===== config.mk =====
export PLATFORM = sky130hd
export DESIGN_NAME = button_debounce_autorepeat
export DESIGN_NICKNAME = d
export VERILOG_FILES = /design/src/rtl/bdar_pkg.sv /design/src/rtl/bdar_regs.sv /design/src/rtl/bdar_fsm.sv /design/src/rtl/button_debounce_autorepeat.sv
export SDC_FILE = /design/constraint.sdc
export NUM_CORES = 1
export LEC_CHECK = 0
export BUFFER_PORTS_ARGS = -buffer_cell sky130_fd_sc_hd__buf_2
export CAP_MARGIN = 25
export CORE_MARGIN = 2
export CORE_UTILIZATION = 44
export CTS_BUF_LIST = sky130_fd_sc_hd__clkbuf_8 sky130_fd_sc_hd__clkbuf_16
export DETAILED_ROUTE_END_ITERATION = 12
export HOLD_SLACK_MARGIN = 0.02
export SLEW_MARGIN = 20
export SYNTH_ARGS = -nofsm -noshare
export SYNTH_HDL_FRONTEND = slang
export SYNTH_SLANG_ARGS = --single-unit

===== constraint.sdc =====
create_clock -name clk_i -period 3.8 [get_ports clk_i]
set_input_delay 0.76 -clock clk_i [delete_from_list [all_inputs] [get_ports clk_i]]
set_output_delay 0.76 -clock clk_i [all_outputs]
set_load 0.02 [all_outputs]

===== src/rtl/bdar_pkg.sv =====
// Shared types and codes for the button debouncer with auto-repeat.
// No dependencies; imported by every module of the block.
package bdar_pkg;

  // Event selector carried with each input word
  typedef enum logic [1:0] {
    FUNC_TICK  = 2'd0,
    FUNC_LEFT  = 2'd1,
    FUNC_RIGHT = 2'd2,
    FUNC_READ  = 2'd3
  } func_e;

  // Button codes
  localparam logic [1:0] BTN_NONE  = 2'd0;
  localparam logic [1:0] BTN_LEFT  = 2'd1;
  localparam logic [1:0] BTN_RIGHT = 2'd2;

  // Phase codes (state of the debounce sequencer)
  localparam logic [1:0] PH_IDLE    = 2'd0;
  localparam logic [1:0] PH_PRESS   = 2'd1;
  localparam logic [1:0] PH_HELD    = 2'd2;
  localparam logic [1:0] PH_RELEASE = 2'd3;

  // Register indexes
  localparam logic [1:0] REG_DEBOUNCE = 2'd0;
  localparam logic [1:0] REG_POLL     = 2'd1;
  localparam logic [1:0] REG_HOLD     = 2'd2;

  // Register reset values
  localparam logic [15:0] DEBOUNCE_RST = 16'd1000;
  localparam logic [15:0] POLL_RST     = 16'd100;
  localparam logic [7:0]  HOLD_RST     = 8'd10;

  typedef struct packed {
    logic [15:0] debounce_ticks;
    logic [15:0] poll_ticks;
    logic [7:0]  hold_polls;
  } cfg_t;

  typedef struct packed {
    func_e func;
    logic  left_level;
    logic  right_level;
  } item_t;

  typedef struct packed {
    logic [1:0] pressed_code;
    logic [1:0] phase;
  } result_t;

  // Sequencer status for checking
  typedef struct packed {
    logic [1:0] phase;
    logic [1:0] active_button;
    logic [1:0] latched_button;
  } status_t;

endpackage


===== src/rtl/bdar_regs.sv =====
// Configuration register file: debounce, poll and hold-count settings.
// Depends on bdar_pkg.
module bdar_regs (
  input  logic               clk_i,
  input  logic               rst_ni,
  input  logic               cfg_valid_i,
  output logic               cfg_ready_o,
  input  logic [1:0]         cfg_index_i,
  input  logic [15:0]        cfg_data_i,
  output bdar_pkg::cfg_t     cfg_o
);
  import bdar_pkg::*;

  cfg_t cfg_q, cfg_d;

  assign cfg_ready_o = 1'b1;

  // Decode write; unknown index is dropped
  always_comb begin
    cfg_d = cfg_q;
    if (cfg_valid_i) begin
      case (cfg_index_i)
        REG_DEBOUNCE: cfg_d.debounce_ticks = cfg_data_i;
        REG_POLL:     cfg_d.poll_ticks     = cfg_data_i;
        REG_HOLD:     cfg_d.hold_polls     = cfg_data_i[7:0];
        default:      cfg_d                = cfg_q;
      endcase
    end
  end

  always_ff @(posedge clk_i or negedge rst_ni) begin
    if (!rst_ni) begin
      cfg_q.debounce_ticks <= DEBOUNCE_RST;
      cfg_q.poll_ticks     <= POLL_RST;
      cfg_q.hold_polls     <= HOLD_RST;
    end else begin
      cfg_q <= cfg_d;
    end
  end

  assign cfg_o = cfg_q;

endmodule


===== src/rtl/bdar_fsm.sv =====
// Debounce sequencer: phase, button and counter state, updated once per word.
// Depends on bdar_pkg.
module bdar_fsm (
  input  logic               clk_i,
  input  logic               rst_ni,
  input  logic               step_i,
  input  bdar_pkg::item_t    item_i,
  input  bdar_pkg::cfg_t     cfg_i,
  output bdar_pkg::result_t  res_o,
  output bdar_pkg::status_t  status_o
);
  import bdar_pkg::*;

  logic [1:0]  phase_q, phase_d;
  logic [1:0]  active_q, active_d;
  logic [1:0]  latched_q, latched_d;
  logic [7:0]  hold_q, hold_d;
  logic [15:0] tick_q, tick_d;

  logic [15:0] period;
  logic [15:0] tick_inc;
  logic        released;
  logic [1:0]  code;

  assign period   = (phase_q == PH_HELD) ? cfg_i.poll_ticks : cfg_i.debounce_ticks;
  assign tick_inc = tick_q + 16'd1;
  assign released = (active_q == BTN_RIGHT && item_i.right_level) ||
                    (active_q == BTN_LEFT  && item_i.left_level);

  // Next state for one event
  always_comb begin
    phase_d   = phase_q;
    active_d  = active_q;
    latched_d = latched_q;
    hold_d    = hold_q;
    tick_d    = tick_q;
    code      = BTN_NONE;
    case (item_i.func)
      FUNC_TICK: begin
        if (phase_q != PH_IDLE) begin
          // a zero period acts as one: the compare always passes
          if (tick_inc < period) begin
            tick_d = tick_inc;
          end else begin
            tick_d = '0;
            case (phase_q)
              PH_PRESS: phase_d = PH_HELD;
              PH_HELD: begin
                if (released) begin
                  phase_d = PH_RELEASE;
                end else if (hold_q == cfg_i.hold_polls) begin
                  hold_d    = '0;
                  latched_d = active_q;
                end else begin
                  hold_d = hold_q + 8'd1;
                end
              end
              default: begin
                phase_d  = PH_IDLE;
                active_d = BTN_NONE;
              end
            endcase
          end
        end
      end
      FUNC_READ: begin
        code      = latched_q;
        latched_d = BTN_NONE;
      end
      default: begin
        // edges count only while idle
        if (phase_q == PH_IDLE) begin
          latched_d = (item_i.func == FUNC_LEFT) ? BTN_LEFT : BTN_RIGHT;
          active_d  = latched_d;
          hold_d    = '0;
          tick_d    = '0;
          phase_d   = PH_PRESS;
        end
      end
    endcase
  end

  always_ff @(posedge clk_i or negedge rst_ni) begin
    if (!rst_ni) begin
      phase_q   <= PH_IDLE;
      active_q  <= BTN_NONE;
      latched_q <= BTN_NONE;
      hold_q    <= '0;
      tick_q    <= '0;
    end else if (step_i) begin
      phase_q   <= phase_d;
      active_q  <= active_d;
      latched_q <= latched_d;
      hold_q    <= hold_d;
      tick_q    <= tick_d;
    end
  end

  assign res_o.pressed_code = code;
  assign res_o.phase        = phase_d;

  assign status_o.phase          = phase_q;
  assign status_o.active_button  = active_q;
  assign status_o.latched_button = latched_q;

endmodule


===== src/rtl/button_debounce_autorepeat.sv =====
// Top level of the two-button debouncer with hold auto-repeat.
// Depends on bdar_pkg, bdar_regs and bdar_fsm.
//
// Every word (tick, left edge, right edge or status read) yields one result
// word carrying the read code and the phase after the event. The block takes
// one word per clock while the result side keeps up: a word is held in the
// input register, and the sequencer updates its state as the word moves to
// the output register. The output register frees itself on the same edge
// it is taken, so a stall on the result side stalls the input only while
// both registers are full. Configuration writes are always accepted and
// are registered in bdar_regs; write only while no word is in flight.
module button_debounce_autorepeat (
  input  logic        clk_i,
  input  logic        rst_ni,
  // input stream
  input  logic        s_axis_tvalid_i,
  output logic        s_axis_tready_o,
  input  logic [7:0]  s_axis_tdata_i,   // [0] left_level, [1] right_level, [7:2] zero
  input  logic [1:0]  s_axis_tuser_i,   // [1:0] func
  // result stream
  output logic        m_axis_tvalid_o,
  input  logic        m_axis_tready_i,
  output logic [7:0]  m_axis_tdata_o,   // [1:0] pressed_code, [3:2] phase, [7:4] zero
  // configuration writes
  input  logic        cfg_valid_i,
  output logic        cfg_ready_o,
  input  logic [1:0]  cfg_index_i,
  input  logic [15:0] cfg_data_i
);
  import bdar_pkg::*;

  cfg_t    cfg;
  result_t res;
  status_t status;

  logic    in_valid_q;
  item_t   in_q;
  logic    out_valid_q;
  result_t out_q;
  logic    advance;

  bdar_regs u_regs (
    .clk_i       (clk_i),
    .rst_ni      (rst_ni),
    .cfg_valid_i (cfg_valid_i),
    .cfg_ready_o (cfg_ready_o),
    .cfg_index_i (cfg_index_i),
    .cfg_data_i  (cfg_data_i),
    .cfg_o       (cfg)
  );

  // word moves from input to output register
  assign advance         = in_valid_q && (!out_valid_q || m_axis_tready_i);
  assign s_axis_tready_o = !in_valid_q || advance;

  bdar_fsm u_fsm (
    .clk_i    (clk_i),
    .rst_ni   (rst_ni),
    .step_i   (advance),
    .item_i   (in_q),
    .cfg_i    (cfg),
    .res_o    (res),
    .status_o (status)
  );

  // Input register
  always_ff @(posedge clk_i or negedge rst_ni) begin
    if (!rst_ni) begin
      in_valid_q <= 1'b0;
    end else if (s_axis_tready_o) begin
      in_valid_q <= s_axis_tvalid_i;
    end
  end

  always_ff @(posedge clk_i) begin
    if (s_axis_tready_o && s_axis_tvalid_i) begin
      in_q.func        <= func_e'(s_axis_tuser_i);
      in_q.left_level  <= s_axis_tdata_i[0];
      in_q.right_level <= s_axis_tdata_i[1];
    end
  end

  // Output register
  always_ff @(posedge clk_i or negedge rst_ni) begin
    if (!rst_ni) begin
      out_valid_q <= 1'b0;
    end else if (advance) begin
      out_valid_q <= 1'b1;
    end else if (m_axis_tready_i) begin
      out_valid_q <= 1'b0;
    end
  end

  always_ff @(posedge clk_i) begin
    if (advance) begin
      out_q <= res;
    end
  end

  assign m_axis_tvalid_o = out_valid_q;
  assign m_axis_tdata_o  = {4'b0000, out_q.phase, out_q.pressed_code};

  // Checks
  a_ready_when_empty: assert property (@(posedge clk_i) disable iff (!rst_ni)
    !m_axis_tvalid_o |-> s_axis_tready_o)
    else $error("input stalled with empty output register");

  a_code_range: assert property (@(posedge clk_i) disable iff (!rst_ni)
    m_axis_tvalid_o |-> (m_axis_tdata_o[1:0] != 2'd3))
    else $error("result carries an undefined button code");

  a_idle_no_active: assert property (@(posedge clk_i) disable iff (!rst_ni)
    (status.phase == PH_IDLE) == (status.active_button == BTN_NONE))
    else $error("active button out of step with phase");

  a_latched_range: assert property (@(posedge clk_i) disable iff (!rst_ni)
    status.latched_button != 2'd3)
    else $error("latched button holds an undefined code");

endmodule

# [After elaboration in Yosys (flattened, before gate mapping)]
# Index checks and enable logic that the tools add are counted.
[totals] register_bits=80 output_inout_bits=11 word_cells=90
[op_classes] n_addsub=2 magnitude_cmp=1 n_eq_ne=15 n_mux=32 bitwise=1 reduce_logical=24
[ops] operator="$mux W16" count=4
[ops] operator="$mux W8" count=6
[ops] operator="$pmux W16 S2" count=1
[ops] operator="$mux W2" count=14
[ops] operator="$add A16 B1 Y16 const B" count=1
[ops] operator="$lt A16 B16 Y1" count=1
[ops] operator="$pmux W2 S2" count=4
[ops] operator="$pmux W8 S2" count=1
[ops] operator="$reduce_and A7 Y1" count=2
[ops] operator="$add A8 B1 Y8 const B" count=1
[ops] operator="$eq A2 B1 Y1 const B" count=4
[ops] operator="$eq A2 B2 Y1 const B" count=4
[ops] operator="$eq A8 B8 Y1" count=1
[ops] operator="$logic_not A2 Y1" count=3
[ops] operator="$ne A2 B1 Y1 const B" count=3
[ops] operator="$ne A2 B2 Y1 const B" count=3
[ops] operator="$reduce_and A2 Y1" count=3
[ops] operator="$reduce_and A6 Y1" count=1
[ops] operator="$reduce_bool A2 Y1" count=3
[ops] operator="$logic_and A1 B1 Y1" count=4
[ops] operator="$reduce_and A4 Y1" count=1
[ops] operator="$logic_or A1 B1 Y1" count=3
[ops] operator="$reduce_bool A3 Y1" count=1
[ops] operator="$logic_not A1 Y1" count=2
[ops] operator="other kinds (3)" count=4

# [Depth between registers and ports, before layout]
# Gate-level depths: netlist (run 1).
[logic_depth] word_depth=8 mapped_depth=14 depth_no_buf=13

# [Hierarchy]
# A second synthesis (run 1) with hierarchy kept.
[hier_totals] hier_cells=401 area_unflattened_um2=4436.8
[by_module_without_submodules] module="bdar_fsm" n_inst=1 cells_per_inst=293 area_per_inst_um2=2522.4
[by_module_without_submodules] module="bdar_regs" n_inst=1 cells_per_inst=87 area_per_inst_um2=1536.5
[by_module_without_submodules] module="button_debounce_autorepeat" n_inst=1 cells_per_inst=21 area_per_inst_um2=377.9

# [Least setup slack after synthesis (run 1)]
# Ideal clock, no wire load.
[synth_timing] path_kind="flip-flop to flip-flop" from="register u_fsm.tick_q[0]" to="register u_fsm.active_q[0]" setup_ps=125 arrival_ps=3291 slack_ps=384 stages_incl_launch_ff=14 period_less_slack_ps=3416 path_cell_list="dfrtp_1 > ha_1 > and3_1 > nand3_1 > nor2b_1 > and3_1 > xor2_1 > ha_1 > o21ai_0 > nor2_1 > nor4_2 > nand3_1 > and3_1 > mux2_4"
[synth_via] elab_chain_cells=4
[synth_rtl] element="start: declaration" line="bdar_fsm.sv:18" rtl="logic [15:0] tick_q, tick_d;"
[synth_rtl] element="start signal: assignment" line="bdar_fsm.sv:95" rtl="tick_q <= tick_d;"
[synth_rtl] element="$add A16 B1 Y16" line="bdar_fsm.sv:26" rtl="assign tick_inc = tick_q + 16'd1;"
[synth_rtl] element="$lt A16 B16 Y1" line="bdar_fsm.sv:42" rtl="if (tick_inc < period) begin"
[synth_rtl] element="$ne A2 B2 Y1 (no line)"
[synth_rtl] element="$reduce_and A6 Y1 (no line)"
[synth_rtl] element="end signal: assignment" line="bdar_fsm.sv:92" rtl="active_q <= active_d;"
[synth_rtl] element="end: declaration" line="bdar_fsm.sv:15" rtl="logic [1:0] active_q, active_d;"
# Every way passes these cells.
# A chain may end at the register's enable or synchronous reset.

# [Final worst setup path (run 1)]
[layout_timing] from="register u_fsm.tick_q[1]" to="register u_fsm.latched_q[0]"
[layout_via] elab_chain_cells=4
[layout_rtl] element="$add A16 B1 Y16" line="bdar_fsm.sv:26"
[layout_rtl] element="$lt A16 B16 Y1" line="bdar_fsm.sv:42"
[layout_rtl] element="$ne A2 B2 Y1 (no line)"
[layout_rtl] element="$reduce_and A7 Y1 (no line)"
[layout_rtl] element="end signal: assignment" line="bdar_fsm.sv:93" rtl="latched_q <= latched_d;"
[layout_rtl] element="end: declaration" line="bdar_fsm.sv:16" rtl="logic [1:0] latched_q, latched_d;"
# Every way passes these cells.

==> key figures, run 1 <==
Status
  • Status: finished, final reports clean

Global routing
  • Largest net degree at the start of global routing: 73
  • Antenna violations before repair: 0
  • Total GRT Usage: between 10% and 20%
  • Vias in the first global route: 3081
  • First-pass GRT wire length: 14930 um
  • Grt ovf: 0

STA
  • Setup TNS: 0 ns
  • Setup Skew: 0.006743 ns
  • Maximum clock frequency: approximately 290 MHz
  • Final Critical Period: 3.499 ns
  • Slew @ Worst Pin: 0.9524 ns
  • Tcrit/Tclk final: 92.07%
  • Final Setup Violations: 0
  • Max-slew violations: 0
  • Final Hold Fails: 0
  • RSZ-0062 raised after global routing: no
  • Rel. slew slack: a little over a third

Yosys
  • Ys Warns: 0
  • Synth area leaders: dfrtp_1, mux2_2, ha_1
  • Yosys top cell area share: between 30% and 40%
  • Post-Syn Instances: 397
  • Post-synth EDFFs: 8
  • Mapped cell area: 4468 um2
  • Unique masters post-synth: 56
  • Synth Register Bits: 80
  • Ys flop type: dfrtp_1
  • Avg Synthesized Cell Area: 11.25 um2
  • Register area share after synthesis: 46.01%
  • Ys async rst share: 90.00%
  • Leading area contributor after synthesis: dfrtp_1

Placement
  • Port-buffer cells: 32
  • Final estimated routing congestion in global placement: 0.7995
  • Post-DP HPWL: 6182 um

Routing
  • Met3 WL post-DR: 238 um
  • Top sig layer: met4
  • Vias: 3085
  • Vias per cell: between 5 and 6
  • WL per Instance: about 15 um
  • First-pass iteration count of the detailed router: 4
  • # DRC: 0
  • Met1 Wirelength: around 4100 um
  • DR iter-0 viols: around 110
  • Routed WL: between 8000 and 9000 um
  • Met2 Routed Length: 4199 um
  • Antenna-violating nets left: 0

Final layout
  • N_diodes: 0
  • Fin nets: 497
  • Fill count: ~920
  • Util after Layout: 51.30%
  • Ratio of cells with drive above 1 in the final layout: 28.60%
  • Area added between synthesis and finish: 12.74%

CTS
  • H-tree Lvls: 3
  • # clock sinks: 80
  • Clock-pin slew of the registers on the worst-case setup and hold paths: 0.08 ns
  • Deepest clock path buffer count: 2
  • Cts bufs inserted: 9
  • Post-CTS setup buffers: 0
  • Clk root buf: clkbuf_8
  • Post-CTS Hold Buffers: 0
  • Clk Latency, worst-skew pair: 0.35 ns
  • Resized Gates After CTS: 0
  • CTS tree: done

Critical path
  • CP Class: reg -> reg
  • RR Startpoint: u_fsm.tick_q[1]
  • Startpoint Class: register
  • CP max FO: 6
  • Crit. Startpoint: u_fsm.tick_q[1]
  • CP required: 4.04 ns
  • Critical Path End Type: register
  • Worst Path Arrival: 3.74 ns

Power and ir drop
  • Pwr/cell area: 434.3 nW/um2
  • Leak: 0.002234 uW
  • Maximum VDD drop: 0.0002040 V

Die
  • Full die area: 10980 um2
  • Core ar.: 9819 um2
  • Boundary pin count: between 40 and 50
  • Starting Density: 45.50%
  • Standard-cell row count: 36
  • Die X: 104.8 um
  • Die H: between 100 and 150 um

Run
  • Maxcap violations: 0

Min path
  • Min-delay src: in_valid_q
  • Hold Path Class: reg -> reg
cell families after synthesis:
logic type,after synthesis,share of synthesized area [%]
and+or+nand+nor,107,12.49
DFF,80,46.01
AOI/OAI and AO/OA,64,10.78
muxes,64,15.82
buffers and inverters,33,3.416
adders and majority gates,25,7.001
xor gates and xnor gates,22,4.313
other,2,0.1681
flip-flops by register name, indices dropped and copies added (netlist names):
| signal | cells |
|---|---|
| u_fsm.active_q | 2 |
| in_valid_q | 1 |
| u_fsm.latched_q | 2 |
| u_fsm.hold_q | 8 |
| u_fsm.phase_q | 2 |
| m_axis_tdata_o | 4 |
| u_regs.cfg_o | 40 |
| in_q | 4 |
| m_axis_tvalid_o | 1 |
| u_fsm.tick_q | 16 |
layout by cell type, fill, tap and decap left out, drive strengths merged, types with 3 or more instances in the layout:
cell type  synthesis  routed
ha                25      25
nand3b             3       3
nand4              5       5
xnor2             14      14
nor3               6       6
nor2              12      12
nor2b              5       5
dfstp             11      11
a21oi              9       9
mux2              47      47
and3               9       9
edfxtp             8       8
a22o               7       7
conb               2       5
a22oi              3       3
or4                3       3
inv               16      19
o21ai             19      19
nand3             14      14
mux2i             17      17
nand2b             4       4
clkbuf             8       9
a41o               3       3
nand2             30      30
and2               8       8
xor2               8       8
buf                9      45
o211ai             3       3
dfrtp             61      61
or3                3       3
worst paths after layout:
| check | depth (start not counted) | endpoint | slack [ns] |
|---|---|---|---|
| setup / recovery | 13 | u_fsm.latched_q[0] | 0.30 |
| setup reg to reg | 13 | u_fsm.latched_q[0] | 0.30 |
| max in group asynchronous | 2 | u_fsm.phase_q[1] | 2.54 |
| min in group asynchronous | 2 | in_valid_q | 0.62 |
| hold reg to reg | 1 | m_axis_tvalid_o | 0.50 |
| hold / removal | 1 | m_axis_tvalid_o | 0.50 |
Yosys cell counts, types with 3 or more instances:
master,count
a22o_1,7
o211ai_1,3
nand4_1,5
dfstp_2,11
or4_1,3
nand3_1,14
edfxtp_1,8
nor2_1,11
o21ai_0,19
ha_1,25
and3_1,9
xor2_1,8
nor2b_1,5
or3_1,3
nand2_1,30
a21oi_1,9
nor3_1,6
mux2_2,45
mux2i_1,17
a41o_1,3
inv_1,16
dfrtp_1,61
xnor2_1,14
buf_4,5
and2_1,7
a22oi_1,3
nand3b_1,3
nand2b_1,4
clkbuf_1,8
cell type report:
| class | count | area [um2] | area share (%) |
|---|---|---|---|
| clock buffer | 9 | 123.9 | 2.459 |
| clock inverter | 7 | 80.08 | 1.590 |
| inverter | 16 | 60.06 | 1.192 |
| multi-input combinational | 287 | 2293 | 45.53 |
| sequential | 80 | 2056 | 40.81 |
| tap | 133 | 166.4 | 3.304 |
| timing repair buffer | 45 | 257.7 | 5.117 |
report_power, final:
part	switching, uW	total (uW)	internal (uW)
Combinational	227	442	214
Sequential	80.1	1090	1010
Clock	295	655	360
metal layers:
layer | up-vias | track usage (%)
li1 | 1515 | -
met1 | 1509 | 22.86
met2 | 48 | 27.41
met3 | 13 | 2.745
met4 | 0 | 7.524
met5 | - | 0
stage by stage:
step                      power (uW)  hold WS, ns  setup WS [ns]  std cells  cell area (um2)
after floorplan                 1415       0.4569         0.3835        400             4479
after global placement          1532       0.4758         0.1958        561             4816
after detailed placement        1551       0.4818         0.1127        561             4816
after CTS                       2217       0.5047        0.09957        577             5020
after global routing            2320       0.5200        0.04684        577             5037
final                           2188       0.5011         0.3014        577             5037
critical path, stage by stage, from the launching register on:
cell and delay [ns]:
dfrtp_1 0.39, ha_1 0.23, and3_1 0.23, nand3_2 0.15
nor2b_2 0.20, and3_1 0.18, xor2_1 0.23, ha_1 0.19
nand4_1 0.17, nor3_2 0.29, o31ai_2 0.21, a21o_1 0.28
a21oi_1 0.27, mux2_2 0.36
No activity file was read; power rests on OpenSTA's default activity.
==> run 2, diff against run 1 <==
--- a/config.mk
+++ b/config.mk
@@ -12,6 +12,7 @@
 export CTS_BUF_LIST = sky130_fd_sc_hd__clkbuf_8 sky130_fd_sc_hd__clkbuf_16
 export DETAILED_ROUTE_END_ITERATION = 12
 export HOLD_SLACK_MARGIN = 0.02
+export PLACE_DENSITY_LB_ADDON = 0.3
 export SLEW_MARGIN = 20
 export SYNTH_ARGS = -nofsm -noshare
 export SYNTH_HDL_FRONTEND = slang
==> key figures, run 2 (synthesis results as in run 1) <==
Die
  • Starting Density: 45.50% (unchanged)
  • Standard-cell row count: 36 (unchanged)
  • Core ar.: 9819 um2 (unchanged)
  • Boundary pin count: 44 (unchanged)
  • Die H: 104.8 um (unchanged)
  • Die X: 104.8 um (unchanged)
  • Full die area: 10980 um2 (unchanged)

Global routing
  • Vias in the first global route: 3186 (+3.4%)
  • Grt ovf: 0 (unchanged)
  • Largest net degree at the start of global routing: 73 (unchanged)
  • First-pass GRT wire length: 15040 um (+0.70%)
  • Total GRT Usage: 16.87% (-0.23 points)
  • Antenna violations before repair: 0 (unchanged)

STA
  • Max-slew violations: 0 (unchanged)
  • Final Hold Fails: 0 (unchanged)
  • Setup TNS: 0 ns (unchanged)
  • Slew @ Worst Pin: 0.9085 ns (-0.04389 ns)
  • RSZ-0062 raised after global routing: no
  • Final Critical Period: 3.442 ns (-0.05650 ns)
  • Setup Skew: 0.008295 ns (+0.001552 ns)
  • Tcrit/Tclk final: 90.58% (-1.5 points)
  • Final Setup Violations: 0 (unchanged)
  • Rel. slew slack: 39.43% (+2.9 points)
  • Final worst slack: 0.3579 ns (+0.05650 ns)
  • Maximum clock frequency: 290.5 MHz (+1.6%)

CTS
  • # clock sinks: 80 (unchanged)
  • Cts bufs inserted: 9 (unchanged)
  • Clk Latency, worst-skew pair: 0.35 ns (about the same)
  • Clk root buf: clkbuf_8
  • H-tree Lvls: 3 (unchanged)
  • CTS tree: done
  • Post-CTS setup buffers: 0 (unchanged)
  • Deepest clock path buffer count: 2 (unchanged)
  • Post-CTS Hold Buffers: 0 (unchanged)
  • Clock-pin slew of the registers on the worst-case setup and hold paths: 0.08 ns (about the same)

Routing
  • Vias per cell: 5.397 (+0.93%)
  • First-pass iteration count of the detailed router: 4 (unchanged)
  • Antenna-violating nets left: 0 (unchanged)
  • Routed WL: 8699 um (-0.45%)
  • DR iter-0 viols: 159 (+46%)
  • Vias: 3130 (+1.5%)
  • # DRC: 0 (unchanged)
  • WL per Instance: 15.00 um (-0.96%)

Critical path
  • CP Class: reg -> reg
  • Reg2reg setup slack: 0.36 ns (+0.06 ns)
  • Critical Path End Type: register
  • Worst R2R Path Depth: 13 (unchanged)
  • Worst setup endpoint: u_fsm.latched_q[0]
  • Crit. Startpoint: u_fsm.tick_q[1]
  • Reg2reg end: u_fsm.latched_q[0]
  • Worst Path Arrival: 3.68 ns (-0.06 ns)
  • CP required: 4.04 ns (about the same)
  • RR Startpoint: u_fsm.tick_q[1]
  • CP max FO: 6 (unchanged)
  • Startpoint Class: register

Final layout
  • Area added between synthesis and finish: 13.44%
  • Design area: 5069 um2 (+0.62%)
  • Most common cell after layout, fill and taps aside: dfrtp_1
  • Ratio of cells with drive above 1 in the final layout: 29.75% (+1.2 points)
  • Fin nets: 500 (+0.60%)
  • N_diodes: 0 (unchanged)
  • Max reg flops: 40 (unchanged)
  • Commonest cells after routing, fill and taps aside: dfrtp_1, mux2_2, buf_2, nand2_1, ha_1

Min path
  • Hold Path Class: reg -> reg

Power and ir drop
  • Total power: 2206 uW (+0.81%)
  • Pwr/cell area: 435.1 nW/um2 (+0.19%)
  • Maximum VDD drop: 0.0001949 V (-4.5%)
  • Leak: 0.002246 uW (+0.55%)

Placement
  • Port-buffer cells: 32 (unchanged)
  • Post-DP HPWL: 6265 um (+1.3%)
  • Setup WS pre-CTS: 0.1907 ns (+0.07804 ns)
  • Post-DP Area: 4838 um2 (+0.47%)
  • Final estimated routing congestion in global placement: 0.8280 (+3.6%)

Status
  • Status: finished, final reports clean

Run
  • Maxcap violations: 0 (unchanged)
[run 2: worst min path at each step]
stage,cells after the start,end,start
after detailed placement,1,u_fsm.latched_q[1],u_fsm.latched_q[1]
after floorplan,0,in_valid_q,rst_ni
after CTS,1,u_fsm.latched_q[1],u_fsm.latched_q[1]
final,1,u_fsm.latched_q[1],u_fsm.latched_q[1]
after global routing,1,u_regs.cfg_o[26],u_regs.cfg_o[26]
after global placement,1,m_axis_tvalid_o,in_valid_q
[run 2: area by class of cell]
class                      count  area, um2
clock buffer                   9      123.9
clock inverter                 7      88.84
fill                         931       4751
inverter                      16      60.06
multi-input combinational    287       2293
sequential                    80       2056
tap                          133      166.4
timing repair buffer          48      280.3
[run 2: timing repair]
action                     CTS  global route
resized for setup            0             4
setup endpoints to repair    0            20
hold endpoints to repair     0             0
[run 2: critical path, stage by stage, from the launching register on]
cell	delay, ns
dfrtp_1	0.40
ha_1	0.23
and3_1	0.24
nand3_2	0.14
nor2b_2	0.19
and3_1	0.18
xor2_1	0.20
ha_1	0.18
nand4_1	0.19
nor3_2	0.30
o31ai_2	0.20
a21o_1	0.28
a21oi_1	0.25
mux2_2	0.36
[run 2: power breakdown]
group	leakage (uW)	switching (uW)	internal, uW	total [uW]
logic	0.00117	228	216	443
registers	0.000965	79.3	1010	1090
clock network	0.000112	307	365	672
[run 2: through the flow]
stage | std cells | util (%) | hold WS, ns
2_1_floorplan | 400 | - | 0.4569
3_3_place_gp | 564 | 49.27 | 0.4747
3_5_place_dp | 564 | 49.27 | 0.4916
4_1_cts | 580 | 51.44 | 0.5110
5_1_grt | 580 | 51.62 | 0.5224
6_report | 580 | 51.62 | 0.5044
[run 2: metal layers]
layer | up-vias | share of wire (%) | GRT usage, %
met2 | 47 | 48 | 28.34
li1 | 1518 | - | -
met4 | 0 | 1.5 | 5.905
met5 | - | 0 | 0
met3 | 12 | 2.7 | 2.495
met1 | 1553 | 47 | 22.22
